## src/design/piecewise_legendre_eval_unit_assert.svh

```systemverilog
// ----------------------------------------------------------------------------
// Assertion macros for the piecewise Legendre evaluation unit
// Immediate-consequence and next-cycle property forms used across the design.
// ----------------------------------------------------------------------------
`ifndef PIECEWISE_LEGENDRE_EVAL_UNIT_ASSERT_SVH
`define PIECEWISE_LEGENDRE_EVAL_UNIT_ASSERT_SVH

// Consequence must hold in the same cycle as the antecedent.
`define PLE_ASSERT(label, ante, cons, msg) \
	label: assert property (@(posedge clk) disable iff (!arst_n) (ante) |-> (cons)) \
		else $error(msg);

// Consequence must hold in the cycle after the antecedent.
`define PLE_ASSERT_NEXT(label, ante, cons, msg) \
	label: assert property (@(posedge clk) disable iff (!arst_n) (ante) |=> (cons)) \
		else $error(msg);

`endif

```

## src/design/ple_pkg.sv

```systemverilog
// ----------------------------------------------------------------------------
// ple_pkg
// Shared types, codes and constants of the piecewise Legendre evaluation unit.
// ----------------------------------------------------------------------------
`default_nettype none

package ple_pkg;

	localparam int MAX_SEGMENTS_DEF = 16;
	localparam int MAX_ORDER_DEF    = 16;

	localparam int CFG_W     = 5;
	localparam int CFG_IDX_W = 1;

	// Serial divider: dividend width, bits retired per cycle, steps per division.
	localparam int DIVD_W    = 40;
	localparam int DIV_DIGIT = 8;
	localparam int DIV_STEPS = DIVD_W / DIV_DIGIT;

	typedef enum logic [1:0] {
		OP_LOAD_KNOT = 2'd0,
		OP_LOAD_SEG  = 2'd1,
		OP_LOAD_COEF = 2'd2,
		OP_EVAL      = 2'd3
	} op_t;

	typedef enum logic [CFG_IDX_W-1:0] {
		CFG_SEGMENTS = 1'b0,
		CFG_ORDER    = 1'b1
	} cfg_idx_t;

	// One queued request between the front and back parts.
	typedef struct packed {
		op_t                kind;
		logic [4:0]         slot;
		logic [3:0]         degree;
		logic signed [31:0] value;
		logic signed [31:0] scale;
		logic signed [31:0] norm;
	} item_t;

endpackage

`default_nettype wire

```

## src/design/ple_front.sv

```systemverilog
// ----------------------------------------------------------------------------
// ple_front
// Request intake: range check of load slots and a two-entry request queue.
// ----------------------------------------------------------------------------
`default_nettype none

module ple_front #(
	parameter int MAX_SEGMENTS = ple_pkg::MAX_SEGMENTS_DEF,
	parameter int MAX_ORDER    = ple_pkg::MAX_ORDER_DEF
) (
	input  logic                clk,
	input  logic                arst_n,
	input  logic                in_valid,
	output logic                in_ready,
	input  logic [1:0]          op,
	input  logic [4:0]          slot,
	input  logic [3:0]          degree,
	input  logic signed [31:0]  value,
	input  logic signed [31:0]  scale,
	input  logic signed [31:0]  norm_factor,
	output logic                q_valid,
	output ple_pkg::item_t      q_item,
	input  logic                q_pop
);

	import ple_pkg::*;

	item_t      fifo_q [2];
	logic       wr_ptr_q;
	logic       rd_ptr_q;
	logic [1:0] cnt_q;
	logic       keep;
	logic       accept;
	logic       push;
	logic       seg_ok;
	item_t      item_in;

	// Loads aimed beyond the stores are taken and then dropped.
	always_comb begin
		seg_ok = {27'd0, slot} < 32'(MAX_SEGMENTS);
		unique case (op_t'(op))
			OP_LOAD_KNOT: keep = {27'd0, slot} < 32'(MAX_SEGMENTS + 1);
			OP_LOAD_SEG:  keep = seg_ok;
			OP_LOAD_COEF: keep = seg_ok && ({28'd0, degree} < 32'(MAX_ORDER));
			OP_EVAL:      keep = 1'b1;
			default:      keep = 1'b0;
		endcase
	end

	always_comb begin
		item_in.kind   = op_t'(op);
		item_in.slot   = slot;
		item_in.degree = degree;
		item_in.value  = value;
		item_in.scale  = scale;
		item_in.norm   = norm_factor;
	end

	assign in_ready = (cnt_q != 2'd2);
	assign accept   = in_valid && in_ready;
	assign push     = accept && keep;
	assign q_valid  = (cnt_q != 2'd0);
	assign q_item   = fifo_q[rd_ptr_q];

	always_ff @(posedge clk) begin
		if (push) begin
			fifo_q[wr_ptr_q] <= item_in;
		end
	end

	always_ff @(posedge clk or negedge arst_n) begin
		if (!arst_n) begin
			wr_ptr_q <= 1'b0;
			rd_ptr_q <= 1'b0;
			cnt_q    <= 2'd0;
		end else begin
			if (push) begin
				wr_ptr_q <= ~wr_ptr_q;
			end
			if (q_pop) begin
				rd_ptr_q <= ~rd_ptr_q;
			end
			unique case ({push, q_pop})
				2'b10:   cnt_q <= cnt_q + 2'd1;
				2'b01:   cnt_q <= cnt_q - 2'd1;
				default: cnt_q <= cnt_q;
			endcase
		end
	end

	`include "piecewise_legendre_eval_unit_assert.svh"

	`PLE_ASSERT(a_pop_nonempty, q_pop, cnt_q != 2'd0, "pop from an empty request queue")
	`PLE_ASSERT(a_cnt_range, 1'b1, cnt_q <= 2'd2, "request queue count out of range")
	`PLE_ASSERT_NEXT(a_cnt_grow, push && !q_pop, cnt_q == $past(cnt_q) + 2'd1, "queue count lost a push")

endmodule

`default_nettype wire

```

## config.mk

```make
export PLATFORM = sky130hd
export DESIGN_NAME = ple_front
export DESIGN_NICKNAME = d
export VERILOG_FILES = /design/src/design/ple_pkg.sv /design/src/design/ple_front.sv
export VERILOG_INCLUDE_DIRS = /design/src /design/src/design
export SDC_FILE = /design/constraint.sdc
export NUM_CORES = 1
export LEC_CHECK = 0
export BUFFER_PORTS_ARGS = -buffer_cell sky130_fd_sc_hd__buf_4
export CAP_MARGIN = 0
export CORE_MARGIN = 4
export CORE_UTILIZATION = 45
export DETAILED_ROUTE_END_ITERATION = 8
export PLACE_DENSITY = 0.7
export SYNTH_ARGS = -nofsm -noshare
export SYNTH_HDL_FRONTEND = slang
export SYNTH_SLANG_ARGS = --single-unit
```

## constraint.sdc

```tcl
create_clock -name clk -period 16.8 [get_ports clk]
set_clock_uncertainty 0.05 [all_clocks]
set_input_delay 3.36 -clock clk [delete_from_list [all_inputs] [get_ports clk]]
set_output_delay 3.36 -clock clk [all_outputs]
set_load 0.1 [all_outputs]
```

==> impl_metrics.toml <==
[placement]
hpwl_microns = 10400
gp_congestion = 0.746
pre_cts_ws_ps = 10190
port-buffer-count = 219

[timing]
finalCritPeriodShare_pct = 36.9
min_period_ps = 6190
fmax_mhz = 161
finalHoldViolations = 0
maxSlewViolCount = 0
worstMarginPinSlew_ps = 1150
finalSetupViolCount = 0
fin_ws_ps = 10610
slew_headroom_pct = 23.0
finalSetupTns_ps = 0
rsz0062_at_grt = "false"

[die]
start_util_pct = 45.9
die-area_sq_um = 19900
die_w_microns = 141
core_region_area_sq_um = 17400
die-height_microns = 141
ios = 220
core.rowCount = 48

[critical_path]
crit_slowest_cell = "buf_4"
crit_family = "buffers and inverters"
cp_cell_sequence = "buf_4 -> mux2_2 -> buf_4"
cp.required_ps = 13390
worstPathArrival_ps = 2780
crit_top_cell = "buf_4"
critPathMaxStageDelay_ps = 930
worstSetupEndpointType = "output pin"
r2r_slack_ps = 13670
worst-setup-path-type = "reg2out"
critPathLaunchType = "register"
path_max_fanout = 86
path_buf_inv = 2

[synth]
synth_area_leaders = "edfxtp_1 81%, mux2_2 15%, dfrtp_1 1.3%"
synth_area_sq_um = 7970
ys_ff_latch = 218
ys_seq_area_share_pct = 81.9
synth_top_area_cell = "edfxtp_1"
syn-num-nets = 472
yosysWarnings = 0
yosysTopAreaCellShare_pct = 80.6
synth_cell_type_count = 17
synth.avg_cell_area_sq_um = 22.3
syn_inst = 358

[clocking]
cts_resized = 0
cts-buffers-inserted = 23
post-cts-setup-buffers = 0
cts_buffer_depth = 3
cts_tree = "built"
clock_latency_ps = 490
cts_sinks = 218
root_buffer = "clkbuf_16"
cts-hold-fix-buffers = 0
clkTransAtPathRegs_ps = 60
h-tree-depth = 1

[status]
status = "finished, final reports clean"

[global_routing]
track_usage_pct = 15.1
grt_pass1_wl_microns = 23600
grt_pass1_vias = 4408
grt_max_degree = 87
grt_antenna_before_repair = 0
gr-total-overflow = 0

[route]
wl_per_cell_microns = 18.8
ant_nets = 0
drtIter0Drc = 220
routed.top_layer = "met4"
drc = 0
drt_pass1_iterations = 4
viasPerCell = 4.84
num_vias = 4040
routed-wl-met2_microns = 8370
totalWireLength_microns = 15700
dr_wl_met3_microns = 1070
routedLengthMet1_microns = 5790

[finish]
drive_gt1_share_pct = 59.8
final_nets = 707
diodes = 0
seq_area_sq_um = 6530
area_delta_synth_final_pct = 32.7
multi_input_area_sq_um = 1380
n_fill_cell = 1271

[min_path]
holdCritPathClass = "reg2reg"

[job]
maxCapViolations = 0
-- kinds of logic after synthesis --
family | Yosys count | share of synthesized area [%]
simple gates | 8 | 0.832
fa+ha+maj | 3 | 0.471
mux | 107 | 15.1
buf+inv | 16 | 0.973
flops | 218 | 81.9
xor+xnor | 5 | 0.644
compound gates | 1 | 0.0942
-- registers in the layout, summed over array words and instances, names as in the netlist --
| name | flops |
|---|---|
| fifo_q | 214 |
| cnt_q | 2 |
| rd_ptr_q | 1 |
| wr_ptr_q | 1 |
-- stage by stage --
step | hold WS, ps | cells | instance area, sq um | utilization, %
4_1_cts | 443 | 834 | 10600 | 60.9
2_1_floorplan | 397 | 358 | 7970 | -
3_5_place_dp | 427 | 793 | 9880 | 56.9
6_report | 438 | 834 | 10600 | 60.9
5_1_grt | 462 | 834 | 10600 | 60.9
3_3_place_gp | 419 | 793 | 9880 | 56.9
-- layout by cell type (no fill, tap or decap), drive strengths merged --
master / netlist / layout
a211oi: 1 / 1
buf: 12 / 222
bufinv: 0 / 2
clkbuf: 0 / 33
clkinv: 0 / 5
clkinvlp: 0 / 1
dfrtp: 4 / 4
edfxtp: 214 / 214
ha: 3 / 3
inv: 4 / 4
mux2: 107 / 107
nand3: 1 / 1
nand4b: 1 / 1
nor2: 3 / 3
or2: 1 / 1
or2b: 1 / 1
or4: 1 / 1
xnor2: 3 / 3
xor2: 2 / 2
-- synth_stat cells --
library cell  count
dfrtp_1           4
inv_1             4
xor2_1            2
or2_2             1
xnor2_2           1
buf_2            11
buf_4             1
xnor2_1           2
a211oi_1          1
nor2_1            3
or2b_1            1
ha_1              3
nand4b_4          1
edfxtp_1        214
or4_1             1
nand3_2           1
mux2_2          107
-- path summary, 6_finish.rpt --
check | endpoint | depth (start not counted) | start
worst max-delay path | q_item[66] | 3 | rd_ptr_q$_DFFE_PN0P_
worst min-delay path | cnt_q[1]$_DFFE_PN0P_ | 1 | cnt_q[1]$_DFFE_PN0P_
worst max register to register | fifo_q[1][21]$_DFFE_PP_ | 4 | cnt_q[1]$_DFFE_PN0P_
worst min register to register | cnt_q[1]$_DFFE_PN0P_ | 1 | cnt_q[1]$_DFFE_PN0P_
max in group asynchronous | rd_ptr_q$_DFFE_PN0P_ | 1 | arst_n
min in group asynchronous | cnt_q[0]$_DFFE_PN0P_ | 1 | arst_n
-- worst register-to-register path: cells and delay by family, from the launching register on --
family        cells  cell delay, ps
flops             1             400
buf+inv           1             910
simple gates      3            1310
-- layout make-up --
class	instances	area share (%)
inverters	4	0.142
repair buffers	222	15.8
clock inverters	8	0.840
clock buffers	33	5.80
flip-flops and latches	218	61.7
well taps	225	2.66
multi-input cells	124	13.1
-- layer usage --
metal	global-route usage, %	up-vias
li1	-	1888
met1	17.4	1988
met2	27.2	136
met3	4.14	28
met4	5.25	0
met5	0	-
Power is not shown: default switching activity piles up to over one toggle a cycle in this logic, so the estimate is an artifact.
